`config.mk`:
```
export PLATFORM = sky130hd
export DESIGN_NAME = button_click_hold_detector_flat
export DESIGN_NICKNAME = d
export VERILOG_FILES = /design/src/rtl/core/bchd_pkg.sv /design/src/rtl/core/bchd_in_if.sv /design/src/rtl/core/bchd_out_if.sv /design/src/rtl/core/bchd_lane.sv /design/src/rtl/core/bchd_merge.sv /design/src/rtl/core/button_click_hold_detector.sv /design/src/flat_wrapper.sv
export SDC_FILE = /design/constraint.sdc
export NUM_CORES = 2
export LEC_CHECK = 0
export BUFFER_PORTS_ARGS = -buffer_cell sky130_fd_sc_hd__buf_2
export CAP_MARGIN = 20
export CORE_MARGIN = 3
export CORE_UTILIZATION = 40
export CTS_BUF_LIST = sky130_fd_sc_hd__clkbuf_8
export DETAILED_ROUTE_END_ITERATION = 7
export GPL_TIMING_DRIVEN = 0
export PLACE_DENSITY = 0.66
export SLEW_MARGIN = 0
export SYNTH_ARGS = -nofsm -noshare
export SYNTH_HDL_FRONTEND = slang
export SYNTH_SLANG_ARGS = --single-unit
```
`constraint.sdc`:
```
create_clock -name clk_i -period 4.7 [get_ports clk_i]
set_input_delay 0.47 -clock clk_i [delete_from_list [all_inputs] [get_ports clk_i]]
set_output_delay 0.47 -clock clk_i [all_outputs]
set_load 0.05 [all_outputs]
```
`src/rtl/core/bchd_pkg.sv`:
```
package bchd_pkg;

  localparam int unsigned IDX_W   = 3;
  localparam int unsigned TIME_W  = 32;
  localparam int unsigned CFG_W   = 16;
  localparam int unsigned COUNT_W = 8;
  localparam int unsigned ADDR_W  = 4;
  localparam int unsigned DATA_W  = 32;

  localparam logic [COUNT_W-1:0] COUNT_MAX = {COUNT_W{1'b1}};

  localparam logic [CFG_W-1:0] IGNORE_RST = 16'd50;
  localparam logic [CFG_W-1:0] MULTI_RST  = 16'd250;
  localparam logic [CFG_W-1:0] HOLD_RST   = 16'd3000;

  typedef enum logic [1:0] {
    REG_IGNORE = 2'd0,
    REG_MULTI  = 2'd1,
    REG_HOLD   = 2'd2
  } reg_idx_e;

  typedef enum logic [1:0] {
    EV_PRESS   = 2'd0,
    EV_RELEASE = 2'd1,
    EV_CLICKS  = 2'd2,
    EV_HOLD    = 2'd3
  } event_kind_e;

  typedef struct packed {
    logic [CFG_W-1:0] ignore_ms;
    logic [CFG_W-1:0] multi_click_ms;
    logic [CFG_W-1:0] hold_ms;
  } cfg_t;

  typedef struct packed {
    logic               valid;
    event_kind_e        kind;
    logic [COUNT_W-1:0] count;
  } lane_evt_t;

endpackage

```
`src/rtl/core/bchd_in_if.sv`:
```
interface bchd_in_if #(
  parameter int unsigned NUM_BUTTONS = 5
);
  logic                   valid;
  logic                   ready;
  logic [NUM_BUTTONS-1:0] button_bits;
  logic [31:0]            now_ms;

  modport source (output valid, output button_bits, output now_ms, input ready);
  modport sink (input valid, input button_bits, input now_ms, output ready);
endinterface

```
`src/rtl/core/bchd_out_if.sv`:
```
interface bchd_out_if;
  logic       valid;
  logic       ready;
  logic [2:0] button_index;
  logic [1:0] event_kind;
  logic [7:0] click_count;
  logic       last_event;

  modport source (output valid, output button_index, output event_kind,
                  output click_count, output last_event, input ready);
  modport sink (input valid, input button_index, input event_kind,
                input click_count, input last_event, output ready);
endinterface

```
`src/rtl/core/bchd_lane.sv`:
```
module bchd_lane (
  input  logic                clk_i,
  input  logic                rst_ni,
  input  logic                step_i,
  input  logic                pushed_i,
  input  logic [31:0]         now_i,
  input  bchd_pkg::cfg_t      cfg_i,
  output bchd_pkg::lane_evt_t evt_o
);
  import bchd_pkg::*;

  logic               down_q, down_d;
  logic [TIME_W-1:0]  press_time_q, press_time_d;
  logic               press_valid_q, press_valid_d;
  logic [TIME_W-1:0]  rel_time_q, rel_time_d;
  logic               rel_valid_q, rel_valid_d;
  logic [COUNT_W-1:0] rel_count_q, rel_count_d;

  logic [TIME_W-1:0] since_rel, since_press;
  logic press, release_ev, close, hold;

  assign since_rel   = now_i - rel_time_q;
  assign since_press = now_i - press_time_q;

  // release time only moves to now on a release, which then cannot close the run
  always_comb begin
    press      = pushed_i && !down_q &&
                 !(rel_valid_q && (since_rel < {{(TIME_W-CFG_W){1'b0}}, cfg_i.ignore_ms}));
    release_ev = !pushed_i && down_q;
    close      = rel_valid_q && !down_q && !press &&
                 (since_rel > {{(TIME_W-CFG_W){1'b0}}, cfg_i.multi_click_ms});
    hold       = pushed_i && down_q && press_valid_q &&
                 (since_press > {{(TIME_W-CFG_W){1'b0}}, cfg_i.hold_ms});

    evt_o.valid = 1'b0;
    evt_o.kind  = EV_PRESS;
    evt_o.count = '0;
    if (press) begin
      evt_o.valid = 1'b1;
      evt_o.kind  = EV_PRESS;
    end else if (release_ev) begin
      evt_o.valid = 1'b1;
      evt_o.kind  = EV_RELEASE;
    end else if (close && press_valid_q) begin
      evt_o.valid = 1'b1;
      evt_o.kind  = EV_CLICKS;
      evt_o.count = rel_count_q;
    end else if (hold) begin
      evt_o.valid = 1'b1;
      evt_o.kind  = EV_HOLD;
    end

    down_d        = (down_q || press) && !release_ev;
    press_time_d  = press ? now_i : press_time_q;
    press_valid_d = (press_valid_q || press) && !hold;
    rel_time_d    = release_ev ? now_i : rel_time_q;
    rel_valid_d   = (rel_valid_q || release_ev) && !close;
    if (close) begin
      rel_count_d = '0;
    end else if (release_ev && rel_count_q != COUNT_MAX) begin
      rel_count_d = rel_count_q + COUNT_W'(1);
    end else begin
      rel_count_d = rel_count_q;
    end
  end

  always_ff @(posedge clk_i or negedge rst_ni) begin
    if (!rst_ni) begin
      down_q        <= 1'b0;
      press_time_q  <= '0;
      press_valid_q <= 1'b0;
      rel_time_q    <= '0;
      rel_valid_q   <= 1'b0;
      rel_count_q   <= '0;
    end else if (step_i) begin
      down_q        <= down_d;
      press_time_q  <= press_time_d;
      press_valid_q <= press_valid_d;
      rel_time_q    <= rel_time_d;
      rel_valid_q   <= rel_valid_d;
      rel_count_q   <= rel_count_d;
    end
  end

endmodule

```
`src/rtl/core/bchd_merge.sv`:
```
module bchd_merge #(
  parameter int unsigned NUM_BUTTONS = 5
) (
  input  logic                clk_i,
  input  logic                rst_ni,
  input  logic                in_valid_i,
  output logic                in_ready_o,
  input  bchd_pkg::lane_evt_t evt_i [NUM_BUTTONS],
  bchd_out_if.source          out_if
);
  import bchd_pkg::*;

  logic [NUM_BUTTONS-1:0] pend_q, pend_d;
  event_kind_e            kind_q  [NUM_BUTTONS];
  logic [COUNT_W-1:0]     count_q [NUM_BUTTONS];

  logic               ovalid_q, ovalid_d;
  logic [IDX_W-1:0]   oidx_q;
  event_kind_e        okind_q;
  logic [COUNT_W-1:0] ocount_q;
  logic               olast_q;

  logic [NUM_BUTTONS-1:0] sel_oh, rest, new_mask;
  logic [IDX_W-1:0]       sel_idx;
  logic                   load, accept;

  always_comb begin
    sel_idx = '0;
    for (int i = NUM_BUTTONS - 1; i >= 0; i--) begin
      if (pend_q[i]) sel_idx = IDX_W'(i);
    end
    for (int i = 0; i < NUM_BUTTONS; i++) begin
      new_mask[i] = evt_i[i].valid;
    end
  end

  assign sel_oh     = pend_q & (~pend_q + NUM_BUTTONS'(1));
  assign rest       = pend_q & ~sel_oh;
  assign load       = (pend_q != '0) && (!ovalid_q || out_if.ready);
  assign in_ready_o = (pend_q == '0) || ((rest == '0) && load);
  assign accept     = in_valid_i && in_ready_o;

  always_comb begin
    pend_d = pend_q;
    if (accept) begin
      pend_d = new_mask;
    end else if (load) begin
      pend_d = rest;
    end
    ovalid_d = ovalid_q;
    if (load) begin
      ovalid_d = 1'b1;
    end else if (out_if.ready) begin
      ovalid_d = 1'b0;
    end
  end

  always_ff @(posedge clk_i or negedge rst_ni) begin
    if (!rst_ni) begin
      pend_q   <= '0;
      ovalid_q <= 1'b0;
    end else begin
      pend_q   <= pend_d;
      ovalid_q <= ovalid_d;
    end
  end

  always_ff @(posedge clk_i) begin
    if (accept) begin
      for (int i = 0; i < NUM_BUTTONS; i++) begin
        kind_q[i]  <= evt_i[i].kind;
        count_q[i] <= evt_i[i].count;
      end
    end
    if (load) begin
      oidx_q   <= sel_idx;
      okind_q  <= kind_q[sel_idx];
      ocount_q <= count_q[sel_idx];
      olast_q  <= (rest == '0);
    end
  end

  assign out_if.valid        = ovalid_q;
  assign out_if.button_index = oidx_q;
  assign out_if.event_kind   = okind_q;
  assign out_if.click_count  = ocount_q;
  assign out_if.last_event   = olast_q;

  // a new sample only lands once the previous one has fully drained
  a_accept_drained: assert property (@(posedge clk_i) disable iff (!rst_ni)
    accept |-> ((pend_q & ~(load ? sel_oh : '0)) == '0))
    else $error("sample accepted over pending beats");

  // each load retires exactly one pending beat
  a_load_retires_one: assert property (@(posedge clk_i) disable iff (!rst_ni)
    (load && !accept) |=> ($countones(pend_q) + 1 == $countones($past(pend_q))))
    else $error("pending mask lost or kept a beat");

  // a beat not marked last must leave more behind it
  a_last_marks_end: assert property (@(posedge clk_i) disable iff (!rst_ni)
    (ovalid_q && out_if.ready && !olast_q) |-> (pend_q != '0))
    else $error("beat without last flag but nothing pending");

endmodule

```
`src/rtl/core/button_click_hold_detector.sv`:
```
// button click / hold detector
// in_if  : one beat per sample of the button bitmask with its ms timestamp
// out_if : one beat per event (button index, kind, click count, last flag);
//          a sample gives zero to NUM_BUTTONS beats, the final one flagged last
// config : apb-style port, ignore_ms at 0x0, multi_click_ms at 0x4,
//          hold_ms at 0x8, low 16 bits kept; pready is tied high
// one lane per button evaluates press, release, run close and hold in the
// accept cycle and updates its state; the merge stage queues the events of
// the sample and sends them lowest button first, one beat per cycle
// a sample's events are registered in the event queue and then loaded into
// the output register, from which its first beat can be taken
// the single output register drains the queued events one per cycle while
// the receiver is ready
// the next sample is taken in the same cycle as the last beat of the
// previous one is loaded, so back-to-back samples need no gap
// receiver stall: beats hold in the output register, queued events wait
// and no further sample is taken until the queue has drained
// reset: all buttons released with no run or press pending, registers at
// ignore 50, multi-click 250, hold 3000 ms
module button_click_hold_detector #(
  parameter int unsigned NUM_BUTTONS = 5
) (
  input  logic                          clk_i,
  input  logic                          rst_ni,
  bchd_in_if.sink                       in_if,
  bchd_out_if.source                    out_if,
  input  logic                          psel,
  input  logic                          penable,
  input  logic                          pwrite,
  input  logic [bchd_pkg::ADDR_W-1:0]   paddr,
  input  logic [bchd_pkg::DATA_W-1:0]   pwdata,
  output logic [bchd_pkg::DATA_W-1:0]   prdata,
  output logic                          pready
);
  import bchd_pkg::*;

  cfg_t      cfg_q;
  lane_evt_t evt [NUM_BUTTONS];
  logic      step;
  logic      wr_en;
  reg_idx_e  reg_sel;

  // register file: word address picks the register, unknown slots ignored
  assign pready  = 1'b1;
  assign wr_en   = psel && penable && pwrite;
  assign reg_sel = reg_idx_e'(paddr[3:2]);

  always_ff @(posedge clk_i or negedge rst_ni) begin
    if (!rst_ni) begin
      cfg_q.ignore_ms      <= IGNORE_RST;
      cfg_q.multi_click_ms <= MULTI_RST;
      cfg_q.hold_ms        <= HOLD_RST;
    end else if (wr_en) begin
      case (reg_sel)
        REG_IGNORE: cfg_q.ignore_ms      <= pwdata[CFG_W-1:0];
        REG_MULTI:  cfg_q.multi_click_ms <= pwdata[CFG_W-1:0];
        REG_HOLD:   cfg_q.hold_ms        <= pwdata[CFG_W-1:0];
        default: ;
      endcase
    end
  end

  always_comb begin
    case (reg_sel)
      REG_IGNORE: prdata = {{(DATA_W-CFG_W){1'b0}}, cfg_q.ignore_ms};
      REG_MULTI:  prdata = {{(DATA_W-CFG_W){1'b0}}, cfg_q.multi_click_ms};
      REG_HOLD:   prdata = {{(DATA_W-CFG_W){1'b0}}, cfg_q.hold_ms};
      default:    prdata = '0;
    endcase
  end

  // lanes advance their state only on an accepted sample beat
  assign step = in_if.valid && in_if.ready;

  for (genvar b = 0; b < NUM_BUTTONS; b++) begin : g_lane
    bchd_lane u_lane (
      .clk_i    (clk_i),
      .rst_ni   (rst_ni),
      .step_i   (step),
      .pushed_i (in_if.button_bits[b]),
      .now_i    (in_if.now_ms),
      .cfg_i    (cfg_q),
      .evt_o    (evt[b])
    );
  end

  // event queue and output register
  bchd_merge #(
    .NUM_BUTTONS (NUM_BUTTONS)
  ) u_merge (
    .clk_i      (clk_i),
    .rst_ni     (rst_ni),
    .in_valid_i (in_if.valid),
    .in_ready_o (in_if.ready),
    .evt_i      (evt),
    .out_if     (out_if)
  );

endmodule
```
`src/flat_wrapper.sv`:
```
// flat-port wrapper written by rule: the top's interface ports become plain ports
module button_click_hold_detector_flat import bchd_pkg::*;
#(
  parameter int unsigned NUM_BUTTONS = 5
)
  (clk_i, rst_ni, psel, penable, pwrite, paddr, pwdata, prdata, pready, in_if_valid, in_if_button_bits, in_if_now_ms, in_if_ready, out_if_valid, out_if_button_index, out_if_event_kind, out_if_click_count, out_if_last_event, out_if_ready);
  bchd_in_if #(.NUM_BUTTONS(NUM_BUTTONS)) in_if_i ();
  bchd_out_if out_if_i ();
  input  logic clk_i;
  input  logic rst_ni;
  input  logic psel;
  input  logic penable;
  input  logic pwrite;
  input  logic [bchd_pkg::ADDR_W-1:0] paddr;
  input  logic [bchd_pkg::DATA_W-1:0] pwdata;
  output logic [bchd_pkg::DATA_W-1:0] prdata;
  output logic pready;
  input wire logic [$bits(in_if_i.valid)-1:0] in_if_valid;
  input wire logic [$bits(in_if_i.button_bits)-1:0] in_if_button_bits;
  input wire logic [$bits(in_if_i.now_ms)-1:0] in_if_now_ms;
  output wire logic [$bits(in_if_i.ready)-1:0] in_if_ready;
  output wire logic [$bits(out_if_i.valid)-1:0] out_if_valid;
  output wire logic [$bits(out_if_i.button_index)-1:0] out_if_button_index;
  output wire logic [$bits(out_if_i.event_kind)-1:0] out_if_event_kind;
  output wire logic [$bits(out_if_i.click_count)-1:0] out_if_click_count;
  output wire logic [$bits(out_if_i.last_event)-1:0] out_if_last_event;
  input wire logic [$bits(out_if_i.ready)-1:0] out_if_ready;
  assign in_if_i.valid = in_if_valid;
  assign in_if_i.button_bits = in_if_button_bits;
  assign in_if_i.now_ms = in_if_now_ms;
  assign in_if_ready = in_if_i.ready;
  assign out_if_valid = out_if_i.valid;
  assign out_if_button_index = out_if_i.button_index;
  assign out_if_event_kind = out_if_i.event_kind;
  assign out_if_click_count = out_if_i.click_count;
  assign out_if_last_event = out_if_i.last_event;
  assign out_if_i.ready = out_if_ready;
  button_click_hold_detector #(.NUM_BUTTONS(NUM_BUTTONS)) u_core (.clk_i(clk_i), .rst_ni(rst_ni), .in_if(in_if_i), .out_if(out_if_i), .psel(psel), .penable(penable), .pwrite(pwrite), .paddr(paddr), .pwdata(pwdata), .prdata(prdata), .pready(pready));
endmodule
```
After elaboration in Yosys (flattened, before gate mapping). Memories as Yosys holds them, arrays and structs flattened. A register that Yosys moved wholly into a read port is not among the register bits. Index checks and enable logic that the tools add are counted.

Flip-flop bits (word level): 433. Memory bits (writable): 50. Input bits: 80. Output and inout port bits: 49. Word-level logic and storage cells: 300. Memories kept: 2.

Add/subtract/negate cells: 16. $lt $le $gt $ge: 15. Equality and inequality tests: 7. Mux-type cells: 57. Bitwise logic cells: 4. Reduce and logical (&&, ||, !) cells: 162.

Memory list: u_core.u_merge.count_q (depth 5, bits a word 8, read ports 1, clocked after memory_dff 1, write ports 5, line bchd_merge.sv:15) `logic [COUNT_W-1:0] count_q [NUM_BUTTONS];`; u_core.u_merge.kind_q (depth 5, bits a word 2, read ports 1, clocked after memory_dff 1, write ports 5, line bchd_merge.sv:14) `event_kind_e kind_q [NUM_BUTTONS];`.

Operators by type and width (count): > comparator 32 x 16 -> 1 bit (10); subtractor 32 bit (10); two-way mux 8 bit (25); < comparator 32 x 16 -> 1 bit (5); logical AND 1 bit (80); two-way mux 3 bit (25); case mux 16 bit (3 select lines) (1); adder 8 x 1 -> 8 bit, second input constant (5); inequality test 8 bit, second input constant (5); zero test 1 bit (36); AND reduction 2 bit (18); logical OR 1 bit (17); nonzero test 2 bit (7); AND 5 bit (2); zero test 5 bit (2); two-way mux 5 bit (2); NOT 5 bit (2); adder 5 x 1 -> 5 bit, second input constant (1); nonzero test 5 bit (1); two-way mux 1 bit (4); equality test 2 x 1 -> 1 bit, second input constant (1); equality test 2 bit, second input constant (1); zero test 2 bit (1).

Depth between registers and ports, before layout.
Word-level depth: 13. Depth in mapped cells: 23. Depth with buffers taken out: 23.

Modules after synthesis. Synthesis repeated with hierarchy kept, for this count alone.

Cell total of the unflattened synthesis: 5271. Area, all modules: 46647.2 um^2.

By module, submodules not included: bchd_lane at u_core.g_lane[0].u_lane ... (times used 3, cells each 985, area an instance 8370.5 um^2, seq. area each 1876.8 um^2); bchd_lane at u_core.g_lane[4].u_lane (times used 1, cells each 1002, area an instance 8431.8 um^2, seq. area each 1876.8 um^2); bchd_lane at u_core.g_lane[1].u_lane (times used 1, cells each 950, area an instance 7978.9 um^2, seq. area each 1876.8 um^2); bchd_merge (times used 1, cells each 185, area an instance 2766.4 um^2, seq. area each 2072.0 um^2); button_click_hold_detector (times used 1, cells each 179, area an instance 2358.5 um^2, seq. area each 1221.2 um^2).

Least setup slack after synthesis. No wires, ideal clock.

Path type: input port to flip-flop. Start point: input in_if_now_ms[0]. End point: memory u_core.u_merge.kind_q[2][1] (netlist bit) (data pin). Setup time: 0.268 ns. Arrival time: 4.888 ns. Data required time: 4.432 ns. Slack: -0.457 ns. Stages: 23. Buffers on the path: 0. Cells stage by stage: inv_1 -> ha_1 -> inv_1 -> fa_1 -> a211oi_1 -> o21ai_0 -> nand2_1 -> nand2_1 -> a21o_1 -> a21o_1 -> a21oi_1 -> xnor2_1 -> ha_1 -> nand4_1 -> or3_1 -> nor2_1 -> or3_1 -> o2111ai_1 -> or4_1 -> or4_1 -> o31a_1 -> nand3_1 -> nand2_1.

RTL lines: start: declaration (line flat_wrapper.sv:20) `input wire logic [$bits(in_if_i.now_ms)-1:0] in_if_now_ms;`; end: declaration (line bchd_merge.sv:14).

Worst setup path in the final report.
Start point: register u_core.g_lane[2].u_lane.press_time_q[4]. End point: register u_core.u_merge.pend_q[2].

Longest elaborated chain between the ends: 8.

RTL lines: start: declaration (line bchd_lane.sv:13) `logic [TIME_W-1:0] press_time_q, press_time_d;`; start signal: assignment (line bchd_lane.sv:77) `press_time_q <= press_time_d;`; subtractor 32 bit (line bchd_lane.sv:23) `assign since_press = now_i - press_time_q;`; > comparator 32 x 16 -> 1 bit (line bchd_lane.sv:33) `(since_press > {{(TIME_W-CFG_W){1'b0}}, cfg_i.hold_ms});`; logical AND 1 bit (line bchd_lane.sv:32) `hold = pushed_i && down_q && press_valid_q &&`; two-way mux 3 bit (line bchd_lane.sv:48) `end else if (hold) begin`; two-way mux 3 bit (line bchd_lane.sv:44) `end else if (close && press_valid_q) begin`; two-way mux 3 bit (line bchd_lane.sv:41) `end else if (release_ev) begin`; two-way mux 3 bit (line bchd_lane.sv:38) `if (press) begin`; two-way mux 5 bit (line bchd_merge.sv:45) `if (accept) begin`; end signal: assignment (line bchd_merge.sv:63) `pend_q <= pend_d;`; end: declaration (line bchd_merge.sv:13) `logic [NUM_BUTTONS-1:0] pend_q, pend_d;`.

Every way passes these cells. A chain may end at the register's enable or synchronous reset.

==> results.sh <==
export IMPL_use_met3=0.0273
export IMPL_dr_pass1_iters=8
export IMPL_pwr_density_cell_nw_per_um2=756
export IMPL_hold_violations=0
export IMPL_cts_htree_levels=3
export IMPL_gp_congestion=0.980
export IMPL_die_area_sq_um=116000
export IMPL_final_seq_area_sq_um=12700
export IMPL_final_nets=6087
export IMPL_die_y_um=341
export IMPL_ant_nets=0
export IMPL_routed_wl_mm=151
export IMPL_gr_usage_all_layers=0.250
export IMPL_critPathTopFamily="simple AND/OR/NAND/NOR gates"
export IMPL_grt_max_degree=120
export IMPL_cts_buffers=86
export IMPL_post_dp_hpwl_mm=116
export IMPL_sw_frac_of_total=0.483
export IMPL_crit_slowest_cell="or4_4"
export IMPL_synthDistinctLibCells=110
export IMPL_core_area_sq_um=111000
export IMPL_cp_num_cells=20
export IMPL_fillers=10725
export IMPL_ff2ff_path_depth=20
export IMPL_grt_busiest_layer="met2"
export IMPL_grt_pass1_wl_mm=227
export IMPL_critPathBufInv=1
export IMPL_critPathMaxStageDelay_ns=0.58
export IMPL_r2r_start="u_core.g_lane[2].u_lane.press_time_q[4]"
export IMPL_status="finished, violations left"
export IMPL_clock_latency_ns=0.75
export IMPL_violations="negative setup slack"
export IMPL_synth_area_sq_um=44800
export IMPL_use_met2=0.414
export IMPL_setup_violations_final=17
export IMPL_use_met1=0.333
export IMPL_max_cap_viol_count=0
export IMPL_start_kind="flip-flop"
export IMPL_vias=40997
export IMPL_cts_buffer_depth=3
export IMPL_pwr_share_clk=0.117
export IMPL_seq_power_share=0.185
export IMPL_io_pins=129
export IMPL_globalRouteOverflowTotal=0
export IMPL_path_cells="inv_1 -> ha_1 -> a21o_1 -> a211o_1 -> o21ai_4 -> nand2_4 -> or2_2 -> a21oi_2 -> xnor2_1 -> ha_1 -> nand4_1 -> or3_4 -> nor2_4 -> or3_4 -> o2111ai_4 -> or4_4 -> or4_4 -> o31a_1 -> o211ai_1 -> o211ai_1"
export IMPL_setup_tns_ns=-6.77
export IMPL_pre_cts_ws_ns=-2.78
export IMPL_wl_per_cell_um=21.5
export IMPL_worst_slew_pin_slew_ns=1.28
export IMPL_postSynth_asyncResetShare=0.870
export IMPL_hp_class="in2reg"
export IMPL_crit_path_end_kind="flip-flop"
export IMPL_critical_path_class="reg2reg"
export IMPL_multi_input_area_sq_um=30800
export IMPL_pwr_share_comb=0.698
export IMPL_synth_edff_count=64
export IMPL_rsz0062_at_grt="true"
export IMPL_worstPathMaxFanout=5
export IMPL_postSynthCellCount=5112
export IMPL_min_from="in_if_button_bits[3]"
export IMPL_peakVddDrop_mv=0.287
export IMPL_synth_seq_cells=493
export IMPL_port_buffers=92
export IMPL_internal_power_w=0.0203
export IMPL_dr_first_iter_drc_count=3092
export IMPL_required_ns=5.28
export IMPL_drive_above_1_share=0.177
export IMPL_antenna_found_initial=10
export IMPL_cts_tree="yes"
export IMPL_core_rowCount=122
export IMPL_arrival_ns=5.95
export IMPL_drc=0
export IMPL_seq_area_frac_synth=0.283
export IMPL_hold_path_cell_count=2
export IMPL_final_cell_mix="ha_1, inv_1, dfrtp_1"
export IMPL_report_final_slew_viol_count=0
export IMPL_yosysWarnings=0
export IMPL_root_buffer="clkbuf_8"
export IMPL_synthFlopType="dfrtp_1"
export IMPL_final_common_cell="ha_1"
export IMPL_power_total_w=0.0393
export IMPL_fmax_mhz=186
export IMPL_power_leakage_nw=23.3
export IMPL_relSlewSlack=0.136
export IMPL_p_switching_w=0.0190
export IMPL_cts_clk_slew_worst_paths_ns=0.06
export IMPL_grt_pass1_vias=39593
export IMPL_area_growth_pct=16.0
export IMPL_cp_startpoint="u_core.g_lane[2].u_lane.press_time_q[4]"
export IMPL_cts_sinks=493
export IMPL_via_per_inst=5.85
export IMPL_avgSynthCellArea_sq_um=8.76
export IMPL_finClkSkew_ns=0.0500
export IMPL_chipWidth_um=341
export IMPL_fin_ws_ns=-0.670
export IMPL_initial_core_util=0.404
export IMPL_finalCritPeriodShare=1.14
export IMPL_min_period_ns=5.37
## area by class of cell
class,instances,area share
multi-input cells,3959,0.593
flip-flops and latches,493,0.244
well taps,1488,0.0359
repair buffers,235,0.0351
inverters,481,0.0349
clock buffers,106,0.0281
plain buffers,191,0.0191
clock inverters,52,0.00961
diodes,3,0.000145
## repair_timing
action,4_1_cts,5_1_grt
buffers inserted,58,64
pin swaps,89,128
endpoints found under the setup margin,270,252
gates cloned,1,1
hold buffers,12,0
hold endpoints to repair,137,0
resized for setup,176,132
## cells by family after synthesis
group                    share of synthesized area
buffers and inverters                       0.0615
multiplexers                                0.0902
AO/OA/AOI/OAI                                0.213
XOR/XNOR                                    0.0407
other                                     0.000168
flip-flops                                   0.283
AND/OR/NAND/NOR                              0.152
adder cells (fa/ha/maj)                      0.159
## final timing paths
check	endpoint	slack [ns]
worst max-delay path	u_core.u_merge.pend_q[2]	-0.67
min in group asynchronous	u_core.g_lane[1].u_lane.rel_count_q[4]	0.37
max in group asynchronous	u_core.g_lane[0].u_lane.press_time_q[2]	2.69
worst min register to register	u_core.g_lane[4].u_lane.rel_time_q[0]	0.48
worst max register to register	u_core.u_merge.pend_q[2]	-0.67
worst min-delay path	u_core.g_lane[3].u_lane.down_q	0.07
## through the flow
| step | utilization | cells | hold WS, ns | cell area (sq um) |
|---|---|---|---|---|
| 2_1_floorplan | - | 5127 | 0.174 | 44900 |
| 3_3_place_gp | 0.426 | 6707 | 0.468 | 47200 |
| 3_5_place_dp | 0.428 | 6717 | 0.475 | 47400 |
| 4_1_cts | 0.459 | 6944 | 0.0161 | 50800 |
| 5_1_grt | 0.469 | 7006 | 0.0501 | 51900 |
| 6_report | 0.469 | 7008 | 0.0673 | 51900 |
## cell usage after synthesis, types with 20 or more instances
library cell | count | area (sq um)
and4_1 | 20 | 175
mux2i_1 | 53 | 531
a31oi_1 | 43 | 269
nand2b_1 | 65 | 407
o21bai_1 | 39 | 293
mux2_2 | 253 | 2850
o21a_1 | 84 | 631
a21oi_1 | 386 | 1930
a21boi_0 | 24 | 180
inv_1 | 480 | 1800
nor2_1 | 285 | 1070
nor4_1 | 23 | 144
nand4_1 | 109 | 682
and2_1 | 56 | 350
and3_1 | 50 | 313
or3_1 | 33 | 206
edfxtp_1 | 64 | 1920
o211ai_1 | 67 | 503
clkbuf_1 | 137 | 514
dfrtp_1 | 413 | 10300
o221ai_1 | 21 | 184
nor3_1 | 75 | 375
nor2b_1 | 55 | 344
a211oi_1 | 57 | 428
mux2_4 | 28 | 420
a21o_1 | 139 | 1040
a2111oi_0 | 21 | 184
nand2_1 | 402 | 1510
nand3_1 | 104 | 521
ha_1 | 550 | 6880
o21ai_0 | 330 | 1650
xor2_1 | 88 | 771
xnor2_1 | 120 | 1050
## power by group through the flow
stage | Clock, W | Combinational, W | Sequential (W)
floorplan | 0 | 0.0185 | 0.00722
global placement | 0 | 0.0241 | 0.00725
detailed placement | 0 | 0.0246 | 0.00730
CTS | 0.00467 | 0.0260 | 0.00726
global route | 0.00486 | 0.0303 | 0.00749
finish | 0.00458 | 0.0274 | 0.00728
## routing by layer
| metal | routed length, um | up-vias |
|---|---|---|
| li1 | - | 19348 |
| met1 | 64800 | 19896 |
| met2 | 69800 | 1437 |
| met3 | 9690 | 314 |
| met4 | 6660 | 2 |
| met5 | 13 | - |
## state kept, by name, indices dropped and copies added, names as in the netlist
name / flops
u_core.u_merge.out_if.event_kind: 2
u_core.u_merge.out_if.click_count: 8
u_core.u_merge.out_if.valid: 1
u_core.u_merge.out_if.last_event: 1
u_core.g_lane.u_lane.rel_count_q: 40
u_core.g_lane.u_lane.press_time_q: 160
u_core.u_merge.kind_q: 10
u_core.cfg_q: 48
u_core.g_lane.u_lane.rel_valid_q: 5
u_core.u_merge.pend_q: 5
u_core.g_lane.u_lane.press_valid_q: 5
u_core.g_lane.u_lane.rel_time_q: 160
u_core.g_lane.u_lane.down_q: 5
u_core.u_merge.count_q: 40
u_core.u_merge.out_if.button_index: 3
Note: power is estimated with default switching activity, not from simulation.
